`src/hw/rtl/sm4bc_pkg.sv`:
```
// Package for the SM4 block cipher: payload types, state codes, S-box and round functions.
package sm4bc_pkg;

  localparam int unsigned Rounds    = 32;
  localparam int unsigned RoundBits = $clog2(Rounds);
  localparam int unsigned CfgIdxW   = 2;
  localparam int unsigned CfgDataW  = 64;

  localparam logic [CfgIdxW-1:0] CFG_KEY_HIGH = CfgIdxW'(0);
  localparam logic [CfgIdxW-1:0] CFG_KEY_LOW  = CfgIdxW'(1);

  localparam logic [31:0] FK0 = 32'ha3b1bac6;
  localparam logic [31:0] FK1 = 32'h56aa3350;
  localparam logic [31:0] FK2 = 32'h677d9197;
  localparam logic [31:0] FK3 = 32'hb27022dc;

  typedef struct packed {
    logic [63:0] block_high;
    logic [63:0] block_low;
    logic        decrypt;
  } in_t;

  typedef struct packed {
    logic [63:0] result_high;
    logic [63:0] result_low;
  } out_t;

  typedef enum logic [1:0] {
    ST_EXPAND,
    ST_IDLE,
    ST_RUN,
    ST_FINISH
  } state_e;

  localparam logic [7:0] SBOX [256] = '{
    8'hd6, 8'h90, 8'he9, 8'hfe, 8'hcc, 8'he1, 8'h3d, 8'hb7,
    8'h16, 8'hb6, 8'h14, 8'hc2, 8'h28, 8'hfb, 8'h2c, 8'h05,
    8'h2b, 8'h67, 8'h9a, 8'h76, 8'h2a, 8'hbe, 8'h04, 8'hc3,
    8'haa, 8'h44, 8'h13, 8'h26, 8'h49, 8'h86, 8'h06, 8'h99,
    8'h9c, 8'h42, 8'h50, 8'hf4, 8'h91, 8'hef, 8'h98, 8'h7a,
    8'h33, 8'h54, 8'h0b, 8'h43, 8'hed, 8'hcf, 8'hac, 8'h62,
    8'he4, 8'hb3, 8'h1c, 8'ha9, 8'hc9, 8'h08, 8'he8, 8'h95,
    8'h80, 8'hdf, 8'h94, 8'hfa, 8'h75, 8'h8f, 8'h3f, 8'ha6,
    8'h47, 8'h07, 8'ha7, 8'hfc, 8'hf3, 8'h73, 8'h17, 8'hba,
    8'h83, 8'h59, 8'h3c, 8'h19, 8'he6, 8'h85, 8'h4f, 8'ha8,
    8'h68, 8'h6b, 8'h81, 8'hb2, 8'h71, 8'h64, 8'hda, 8'h8b,
    8'hf8, 8'heb, 8'h0f, 8'h4b, 8'h70, 8'h56, 8'h9d, 8'h35,
    8'h1e, 8'h24, 8'h0e, 8'h5e, 8'h63, 8'h58, 8'hd1, 8'ha2,
    8'h25, 8'h22, 8'h7c, 8'h3b, 8'h01, 8'h21, 8'h78, 8'h87,
    8'hd4, 8'h00, 8'h46, 8'h57, 8'h9f, 8'hd3, 8'h27, 8'h52,
    8'h4c, 8'h36, 8'h02, 8'he7, 8'ha0, 8'hc4, 8'hc8, 8'h9e,
    8'hea, 8'hbf, 8'h8a, 8'hd2, 8'h40, 8'hc7, 8'h38, 8'hb5,
    8'ha3, 8'hf7, 8'hf2, 8'hce, 8'hf9, 8'h61, 8'h15, 8'ha1,
    8'he0, 8'hae, 8'h5d, 8'ha4, 8'h9b, 8'h34, 8'h1a, 8'h55,
    8'had, 8'h93, 8'h32, 8'h30, 8'hf5, 8'h8c, 8'hb1, 8'he3,
    8'h1d, 8'hf6, 8'he2, 8'h2e, 8'h82, 8'h66, 8'hca, 8'h60,
    8'hc0, 8'h29, 8'h23, 8'hab, 8'h0d, 8'h53, 8'h4e, 8'h6f,
    8'hd5, 8'hdb, 8'h37, 8'h45, 8'hde, 8'hfd, 8'h8e, 8'h2f,
    8'h03, 8'hff, 8'h6a, 8'h72, 8'h6d, 8'h6c, 8'h5b, 8'h51,
    8'h8d, 8'h1b, 8'haf, 8'h92, 8'hbb, 8'hdd, 8'hbc, 8'h7f,
    8'h11, 8'hd9, 8'h5c, 8'h41, 8'h1f, 8'h10, 8'h5a, 8'hd8,
    8'h0a, 8'hc1, 8'h31, 8'h88, 8'ha5, 8'hcd, 8'h7b, 8'hbd,
    8'h2d, 8'h74, 8'hd0, 8'h12, 8'hb8, 8'he5, 8'hb4, 8'hb0,
    8'h89, 8'h69, 8'h97, 8'h4a, 8'h0c, 8'h96, 8'h77, 8'h7e,
    8'h65, 8'hb9, 8'hf1, 8'h09, 8'hc5, 8'h6e, 8'hc6, 8'h84,
    8'h18, 8'hf0, 8'h7d, 8'hec, 8'h3a, 8'hdc, 8'h4d, 8'h20,
    8'h79, 8'hee, 8'h5f, 8'h3e, 8'hd7, 8'hcb, 8'h39, 8'h48
  };

  function automatic logic [31:0] tau(logic [31:0] v);
    return {SBOX[v[31:24]], SBOX[v[23:16]], SBOX[v[15:8]], SBOX[v[7:0]]};
  endfunction

  function automatic logic [31:0] rol32(logic [31:0] v, int unsigned n);
    return (v << n) | (v >> (32 - n));
  endfunction

  function automatic logic [31:0] lin_data(logic [31:0] b);
    return b ^ rol32(b, 2) ^ rol32(b, 10) ^ rol32(b, 18) ^ rol32(b, 24);
  endfunction

  function automatic logic [31:0] lin_key(logic [31:0] b);
    return b ^ rol32(b, 13) ^ rol32(b, 23);
  endfunction

  function automatic logic [31:0] ck_word(logic [RoundBits-1:0] i);
    logic [7:0]  pos;
    logic [7:0]  b;
    logic [31:0] w;
    w = '0;
    for (int j = 0; j < 4; j++) begin
      pos = 8'({i, 2'(j)});
      b   = pos * 8'd7;
      w   = {w[23:0], b};
    end
    return w;
  endfunction

endpackage

```
`src/hw/rtl/sm4_block_crypt.sv`:
```
// SM4 block cipher, ECB, with round keys held in a synchronous memory with one write and one read port.
//
// One 128-bit block is encrypted or decrypted per transfer with the key held in
// registers 0 (key_high) and 1 (key_low). After reset and after every key write the
// 32 round keys are expanded into the round-key memory, one key per cycle, and input
// stalls while they are expanded. A block then runs one round per cycle through a
// single shared round unit, fed by one round-key memory read per cycle; the result
// goes to the output register once the rounds end and that register is free, and no
// new block is taken before then. The output register holds a finished result while the next block is taken.
module sm4_block_crypt (
  input  logic                             clk_i,
  input  logic                             rst_ni,
  input  logic                             cfg_we_i,
  input  logic [sm4bc_pkg::CfgIdxW-1:0]    cfg_index_i,
  input  logic [sm4bc_pkg::CfgDataW-1:0]   cfg_data_i,
  input  logic                             in_valid_i,
  output logic                             in_stall_o,
  input  sm4bc_pkg::in_t                   in_data_i,
  output logic                             out_valid_o,
  input  logic                             out_stall_i,
  output sm4bc_pkg::out_t                  out_data_o
);

  localparam int unsigned RB = sm4bc_pkg::RoundBits;
  localparam logic [RB-1:0] LastRound = RB'(sm4bc_pkg::Rounds - 1);

  sm4bc_pkg::state_e state_q, state_d;

  logic [63:0]   key_high_q, key_high_d;
  logic [63:0]   key_low_q, key_low_d;
  logic [31:0]   k_q [4];
  logic [31:0]   x_q [4];
  logic [RB-1:0] cnt_q, cnt_d;
  logic          dec_q;
  logic [31:0]   rk_q;
  logic          out_valid_q;
  sm4bc_pkg::out_t out_q;

  logic [31:0]   rk_mem [sm4bc_pkg::Rounds];

  logic          cfg_hit;
  logic          in_take;
  logic          out_take;
  logic          out_free;
  logic          do_expand;
  logic          do_round;
  logic          do_load;
  logic [RB-1:0] rd_idx;
  logic [RB-1:0] rd_addr;
  logic          rd_dec;
  logic [31:0]   mix_in;
  logic [31:0]   sub;
  logic [31:0]   new_key;
  logic [31:0]   new_x;

  assign cfg_hit = cfg_we_i && ((cfg_index_i == sm4bc_pkg::CFG_KEY_HIGH) ||
                                (cfg_index_i == sm4bc_pkg::CFG_KEY_LOW));
  assign in_take  = in_valid_i && !in_stall_o;
  assign out_take = out_valid_q && !out_stall_i;
  assign out_free = !out_valid_q || !out_stall_i;

  always_comb begin
    key_high_d = key_high_q;
    key_low_d  = key_low_q;
    if (cfg_we_i && (cfg_index_i == sm4bc_pkg::CFG_KEY_HIGH)) begin
      key_high_d = cfg_data_i;
    end
    if (cfg_we_i && (cfg_index_i == sm4bc_pkg::CFG_KEY_LOW)) begin
      key_low_d = cfg_data_i;
    end
  end

  always_comb begin
    state_d = state_q;
    cnt_d   = cnt_q;
    priority if (cfg_hit) begin
      state_d = sm4bc_pkg::ST_EXPAND;
      cnt_d   = '0;
    end else begin
      unique case (state_q)
        sm4bc_pkg::ST_EXPAND: begin
          cnt_d = cnt_q + RB'(1);
          if (cnt_q == LastRound) begin
            state_d = sm4bc_pkg::ST_IDLE;
          end
        end
        sm4bc_pkg::ST_IDLE: begin
          cnt_d = '0;
          if (in_take) begin
            state_d = sm4bc_pkg::ST_RUN;
          end
        end
        sm4bc_pkg::ST_RUN: begin
          cnt_d = cnt_q + RB'(1);
          if (cnt_q == LastRound) begin
            state_d = sm4bc_pkg::ST_FINISH;
          end
        end
        sm4bc_pkg::ST_FINISH: begin
          if (out_free) begin
            state_d = sm4bc_pkg::ST_IDLE;
          end
        end
        default: state_d = sm4bc_pkg::ST_IDLE;
      endcase
    end
  end

  always_comb begin
    in_stall_o = 1'b1;
    do_expand  = 1'b0;
    do_round   = 1'b0;
    do_load    = 1'b0;
    unique case (state_q)
      sm4bc_pkg::ST_EXPAND: do_expand  = 1'b1;
      sm4bc_pkg::ST_IDLE:   in_stall_o = 1'b0;
      sm4bc_pkg::ST_RUN:    do_round   = 1'b1;
      sm4bc_pkg::ST_FINISH: do_load    = out_free;
      default:              in_stall_o = 1'b1;
    endcase
  end

  assign rd_idx  = (state_q == sm4bc_pkg::ST_IDLE) ? '0 : cnt_q + RB'(1);
  assign rd_dec  = (state_q == sm4bc_pkg::ST_IDLE) ? in_data_i.decrypt : dec_q;
  assign rd_addr = rd_dec ? ~rd_idx : rd_idx;

  assign mix_in  = do_expand ? (k_q[1] ^ k_q[2] ^ k_q[3] ^ sm4bc_pkg::ck_word(cnt_q))
                             : (x_q[1] ^ x_q[2] ^ x_q[3] ^ rk_q);
  assign sub     = sm4bc_pkg::tau(mix_in);
  assign new_key = k_q[0] ^ sm4bc_pkg::lin_key(sub);
  assign new_x   = x_q[0] ^ sm4bc_pkg::lin_data(sub);

  always_ff @(posedge clk_i) begin
    if (do_expand) begin
      rk_mem[cnt_q] <= new_key;
    end
    rk_q <= rk_mem[rd_addr];
  end

  always_ff @(posedge clk_i or negedge rst_ni) begin
    if (!rst_ni) begin
      state_q     <= sm4bc_pkg::ST_EXPAND;
      cnt_q       <= '0;
      key_high_q  <= '0;
      key_low_q   <= '0;
      k_q[0]      <= sm4bc_pkg::FK0;
      k_q[1]      <= sm4bc_pkg::FK1;
      k_q[2]      <= sm4bc_pkg::FK2;
      k_q[3]      <= sm4bc_pkg::FK3;
      out_valid_q <= 1'b0;
    end else begin
      state_q    <= state_d;
      cnt_q      <= cnt_d;
      key_high_q <= key_high_d;
      key_low_q  <= key_low_d;
      if (cfg_hit) begin
        k_q[0] <= key_high_d[63:32] ^ sm4bc_pkg::FK0;
        k_q[1] <= key_high_d[31:0]  ^ sm4bc_pkg::FK1;
        k_q[2] <= key_low_d[63:32]  ^ sm4bc_pkg::FK2;
        k_q[3] <= key_low_d[31:0]   ^ sm4bc_pkg::FK3;
      end else if (do_expand) begin
        k_q[0] <= k_q[1];
        k_q[1] <= k_q[2];
        k_q[2] <= k_q[3];
        k_q[3] <= new_key;
      end
      if (do_load) begin
        out_valid_q <= 1'b1;
      end else if (out_take) begin
        out_valid_q <= 1'b0;
      end
    end
  end

  always_ff @(posedge clk_i) begin
    if (in_take) begin
      x_q[0] <= in_data_i.block_high[63:32];
      x_q[1] <= in_data_i.block_high[31:0];
      x_q[2] <= in_data_i.block_low[63:32];
      x_q[3] <= in_data_i.block_low[31:0];
      dec_q  <= in_data_i.decrypt;
    end else if (do_round) begin
      x_q[0] <= x_q[1];
      x_q[1] <= x_q[2];
      x_q[2] <= x_q[3];
      x_q[3] <= new_x;
    end
    if (do_load) begin
      out_q.result_high <= {x_q[3], x_q[2]};
      out_q.result_low  <= {x_q[1], x_q[0]};
    end
  end

  assign out_valid_o = out_valid_q;
  assign out_data_o  = out_q;

endmodule
```
`config.mk`:
```
export PLATFORM = sky130hd
export DESIGN_NAME = sm4_block_crypt
export DESIGN_NICKNAME = d
export VERILOG_FILES = /design/src/hw/rtl/sm4bc_pkg.sv /design/src/hw/rtl/sm4_block_crypt.sv
export SDC_FILE = /design/constraint.sdc
export NUM_CORES = 2
export LEC_CHECK = 0
export BUFFER_PORTS_ARGS = -buffer_cell sky130_fd_sc_hd__buf_2
export CORE_ASPECT_RATIO = 0.6
export CORE_UTILIZATION = 46
export DETAILED_ROUTE_END_ITERATION = 6
export SLEW_MARGIN = 20
export SYNTH_ARGS = -nofsm -noshare
export SYNTH_HDL_FRONTEND = slang
export SYNTH_SLANG_ARGS = --single-unit
```
`constraint.sdc`:
```
create_clock -name clk_i -period 9.89 [get_ports clk_i]
set_input_delay 0.989 -clock clk_i [delete_from_list [all_inputs] [get_ports clk_i]]
set_output_delay 0.989 -clock clk_i [all_outputs]
set_load 0.02 [all_outputs]
```
---- After elaboration in Yosys (flattened, before gate mapping) ----
Memory sizes are Yosys's and may differ from the RTL's. A register that Yosys moved wholly into a read port is not among the register bits.
Cells that the tools add are included.
operators by class
  add/subtract/negate cells ............... 1
  $mul .................................... 4
  divide/modulo/power cells ............... 0
  magnitude comparators ................... 4
  equality and inequality tests ........... 9
  shifts and indexed selects .............. 0
  muxes and demuxes ....................... 41
  bitwise operators ....................... 33
  reduce and logical (&&, ||, !) cells .... 16
operators by type and width
  operator               number
  $xor A32 B32 Y32       14
  $mux W128              2
  $mux W32               5
  $mux W64               2
  $mux W8                8
  $ge A9 B9 Y1 const B   4
  $not A8 Y9             4
  $or A32 B10 Y32        1
  $or A32 B13 Y32        1
  $or A32 B18 Y32        1
  $or A32 B2 Y32         1
  $or A32 B23 Y32        1
  $or A32 B24 Y32        1
  $not A14 Y14           2
  $not A19 Y19           1
  $not A17 Y17           1
  $mul A7 B3 Y8 const B  2
  $mux W5                3
  $mux W1                14
  $ne A3 B3 Y1 const B   4
  $mux W2                5
  $pmux W5 S2            1
  $pmux W2 S4            1
  $mul A6 B3 Y7 const B  1
  other kinds (15)       28
storage, ports and cells
  bits in registers ....................... 393
  latch bits .............................. 0
  memory bits (writable) .................. 1152
  memory bits (read-only) ................. 8192
  word-level logic and storage cells ...... 126
  memories ................................ 6
memories
  name              words  bits a word  read ports  clocked after memory_dff  write ports  line                   RTL
  (name not given)  256    8            1           0                         0            sm4bc_pkg.sv:71        return {SBOX[v[31:24]], SBOX[v[23:16]], SBOX[v[15:8]], SBOX[v[7:0]]};
  (name not given)  256    8            1           0                         0            sm4bc_pkg.sv:71
  (name not given)  256    8            1           0                         0            sm4bc_pkg.sv:71
  (name not given)  256    8            1           0                         0            sm4bc_pkg.sv:71
  rk_mem            32     32           1           1                         1            sm4_block_crypt.sv:39  logic [31:0] rk_mem [sm4bc_pkg::Rounds];
  x_q               4      32           4           0                         4            sm4_block_crypt.sv:32  logic [31:0] x_q [4];

---- Depth between registers and ports, before layout ----
An unclocked memory read counts as a cell.
  depth in word-level cells ............... 16
  depth in mapped cells ................... 27

---- Worst setup path after synthesis ----
OpenSTA, ideal clock, no wires.
  kind .................................... input to register
  start point ............................. input port out_stall_i
  end point ............................... register out_data_o[0] (netlist name)
  setup time .............................. 811 ps
  arrival time ............................ 10203 ps
  required time ........................... 9079 ps
  slack ................................... -1124 ps
  stages on the path ...................... 1
  cells stage by stage .................... a21boi_0
between the ends
  longest elaborated chain between the ends .. 3
ends and longest elaborated chain
  what                line                    RTL
  start, declared     sm4_block_crypt.sv:20   input logic out_stall_i,
  $logic_not A1 Y1    sm4_block_crypt.sv:60   assign out_free = !out_valid_q || !out_stall_i;
  $logic_or A1 B1 Y1  sm4_block_crypt.sv:60
  $mux W1             sm4_block_crypt.sv:114  unique case (state_q)
Every way passes these cells.
A chain may end at the register's enable or synchronous reset.

==> metrics.yaml <==
outcome:
  status: "finished with violations"
  violations: "design-rule violations"
synth:
  ys_top_cells_by_area: "edfxtp_1 (47%), mux4_2 (7.1%), dfrtp_1 (6.1%), mux2_2 (3.5%), xnor2_1 (2.8%)"
  synth_seq_cells: 1577
  synthAdderAreaFrac_pct: 1.09
  synth_top_cell_by_area: "edfxtp_1"
  synth_compound_area_share_pct: 13.7
  ys_seq_area_share_pct: 56.2
  ys.flop_type: "edfxtp_1"
  yosys.area_share.simple_pct: 8.12
  syn_area_um2: 81500
  netlist.area_leader.share_pct: 47.2
  yosysWarnings: 0
  synth_fp_nets: 6693
  synth_edf_count: 1281
  synth_top_family_by_area: "compound AO/OA/AOI/OAI gates"
  synthXorXnorAreaFrac_pct: 5.43
  synthCells: 6426
  synth-async-reset-ratio_pct: 16.7
  muxShareOfSynthArea_pct: 12.5
  synth.avg_cell_area_um2: 12.7
  synth_cell_types: 112
layout:
  finalNetCount: 6925
  finalNonFillerCells: 9137
  final_layout_size_suffix_gt1_share_pct: 23.8
  fin_util_pct: 52.4
  syn2layout_area_growth_pct: 12.9
placement:
  dp.cells: 8860
  finalWeightedCongestion: 1.02
  place_ws_ns: 2.58
  dp_hpwl_um: 234000
  io_buffers: 329
detailed_routing:
  post_drt_wl_per_cell_um: 37.5
  drc_errors: 38
  antenna_left: 0
  vias: 62300
  post_drt_via_cell_ratio: 6.82
  drtIter0Drc: 10400
  drt_pass1_iterations: 7
  routed_wirelength_um: 343000
cts:
  clock_sinks: 1577
  cts_setup_buffers: 0
  cts_root_buf: "clkbuf_16"
  insertion_delay_ns: 0.83
  clk_pin_slew_ns: 0.06
  cts_buffers: 155
  clockBufferDepth: 4
  htreeDepth: 4
  cts_hold_buf: 0
  cts_tree: "done"
  cts_resized: 0
critical_path:
  worstPathArrival_ns: 8.23
  crit_path_end_kind: "flop"
  rrSetupSlack_ns: 2.15
  criticalPathCategory: "flop to flop"
  timing.rr.start: "cnt_q[0]"
  crit_path_end: "x_q[0][125]"
  startpoint: "cnt_q[0]"
  start_kind: "flop"
  cp_max_fo: 38
  crit_required_ns: 10.39
  r2r-end: "x_q[0][125]"
  reg2reg_depth: 15
timing:
  period_minus_slack_ns: 7.74
  slew_viol_final: 0
  setup_viol: 0
  clock_skew_ns: 0.0770
  max_freq_ghz: 0.129
  worstMarginPinSlew_ns: 1.34
  finalCritPeriodShare_pct: 78.2
  rsz0062_at_grt: "false"
  maxSlewHeadroom_pct: 10.2
  layout_setup_ws_ns: 2.15
  tns_ns: 0
  hold_viol: 0
floorplanning:
  pin_count: 330
  rows: 119
  chipHeight_um: 328
  core_area_um2: 176000
  die_area_um2: 179000
  fp.dieW_um: 545
  initial_utilization_pct: 46.4
grt:
  grt_pass1_wl_um: 472000
  antenna_found_initial: 38
  grt_max_degree: 182
  grt.total_usage_pct: 37.6
  grt_remaining_overflow: 0
  grt_pass1_vias: 57300
hold_path:
  hold_path.class: "input pin to asynchronous set/reset pin"
flow_run:
  drv_cap: 0
## critical path, cell delays in order (launching register included)
cell and delay [ns]:
dfrtp_1 0.78, fa_1 0.61, ha_1 0.39, xnor2_1 0.19, xnor2_2 0.92, mux2_2 0.68
buf_4 0.51, nor2_1 0.23, a32oi_1 0.26, o22a_1 0.17, a211oi_1 0.14, nor4_4 0.71
xor2_1 0.98, xnor2_1 0.42, xnor2_1 0.31, a21oi_1 0.09
## layout make-up
| cell class | instances | area [um2] |
|---|---|---|
| fillers | 15000 | 83700 |
| flip-flops and latches | 1577 | 45800 |
| multi-input cells | 4275 | 34100 |
| clock buffers | 208 | 4340 |
| repair buffers | 608 | 3940 |
| well taps | 2359 | 2950 |
| clock inverters | 67 | 699 |
| inverters | 41 | 161 |
| diodes | 2 | 5.00 |
## registers in the layout (all words and copies together), names as in the netlist
| name | flops |
|---|---|
| key_high_q | 64 |
| dec_q | 1 |
| key_low_q | 64 |
| k_q | 128 |
| rk_q | 32 |
| cnt_q | 5 |
| out_data_o | 128 |
| rk_mem | 1024 |
| state_q | 2 |
| out_valid_o | 1 |
| x_q | 128 |
## placed cells by master (no fill, tap or decap), types with 24 or more instances in the layout
cell,Yosys,routed
nor3_1,120,120
nor2_1,506,473
nand3_1,184,184
o211ai_1,134,134
clkbuf_1,304,32
xor2_1,99,97
o22ai_1,31,30
a31oi_1,69,69
o21ai_0,360,352
edfxtp_1,1281,1281
mux4_2,258,258
dfxtp_1,32,32
inv_1,31,29
nand2_1,509,508
dfstp_2,64,64
o21ai_1,26,26
mux2_2,255,254
buf_4,34,263
xnor3_1,33,32
dfrtp_1,200,200
a211oi_1,144,144
o2111ai_1,35,35
clkbuf_16,0,160
ha_1,60,57
o311ai_0,26,25
buf_2,117,328
xnor2_1,261,228
o31ai_1,38,37
nor2b_1,51,50
a221oi_1,39,39
xnor2_2,9,41
a311oi_1,34,33
a21oi_1,332,327
mux2i_1,135,122
clkinv_2,0,24
o221ai_1,48,48
nor2_4,0,33
a22oi_1,27,27
## metal layers
layer  global-route usage [%]  wire length (um)  vias up
met4                     8.47              8990       44
met5                        0               291        -
li1                         -                 -    25300
met1                     58.3            152000    32100
met3                     15.4             51600      527
met2                     47.8            130000     4321
## metrics by stage
step                      hold slack, ns  instance area, um2
after floorplan                    0.428               81500
after global routing               0.375               92000
final                              0.291               92000
after detailed placement           0.470               86900
after CTS                          0.328               92000
after global placement             0.466               86900
## synthesized netlist by cell type (32+ instances only)
cell type and instances:
edfxtp_1 1281, dfrtp_1 200, o31ai_1 38, buf_2 117
mux4_2 258, a211oi_1 144, dfxtp_1 32, xor2_1 99
o221ai_1 48, a31oi_1 69, nand3_1 184, xnor3_1 33
buf_4 34, nor3_1 120, ha_1 60, o2111ai_1 35
o21ai_0 360, dfstp_2 64, clkbuf_1 304, mux2i_1 135
nor2_1 506, mux2_2 255, a311oi_1 34, a221oi_1 39
buf_1 73, nand2_1 509, nor2b_1 51, a21oi_1 332
o211ai_1 134, xnor2_1 261
## kinds of logic after synthesis
kind of cell,count (synthesis)
buf+inv,574
xor+xnor,418
fa+ha+maj,67
flops,1577
simple gates,1507
mux,654
compound gates,1629
## worst min-delay path by stage
stage / slack [ns] / endpoint / startpoint / cells after the start
6_report: 0.29 / key_low_q[36] / rst_ni / 1
5_1_grt: 0.38 / key_low_q[4] / rst_ni / 1
4_1_cts: 0.33 / key_low_q[16] / rst_ni / 1
3_5_place_dp: 0.47 / out_data_o[9] / x_q[0][9] / 0
3_3_place_gp: 0.47 / out_data_o[9] / x_q[0][9] / 0
2_1_floorplan: 0.43 / out_data_o[16] / x_q[0][16] / 0
Power is not shown: default switching activity piles up to over one toggle a cycle in this logic, so the estimate is an artifact.
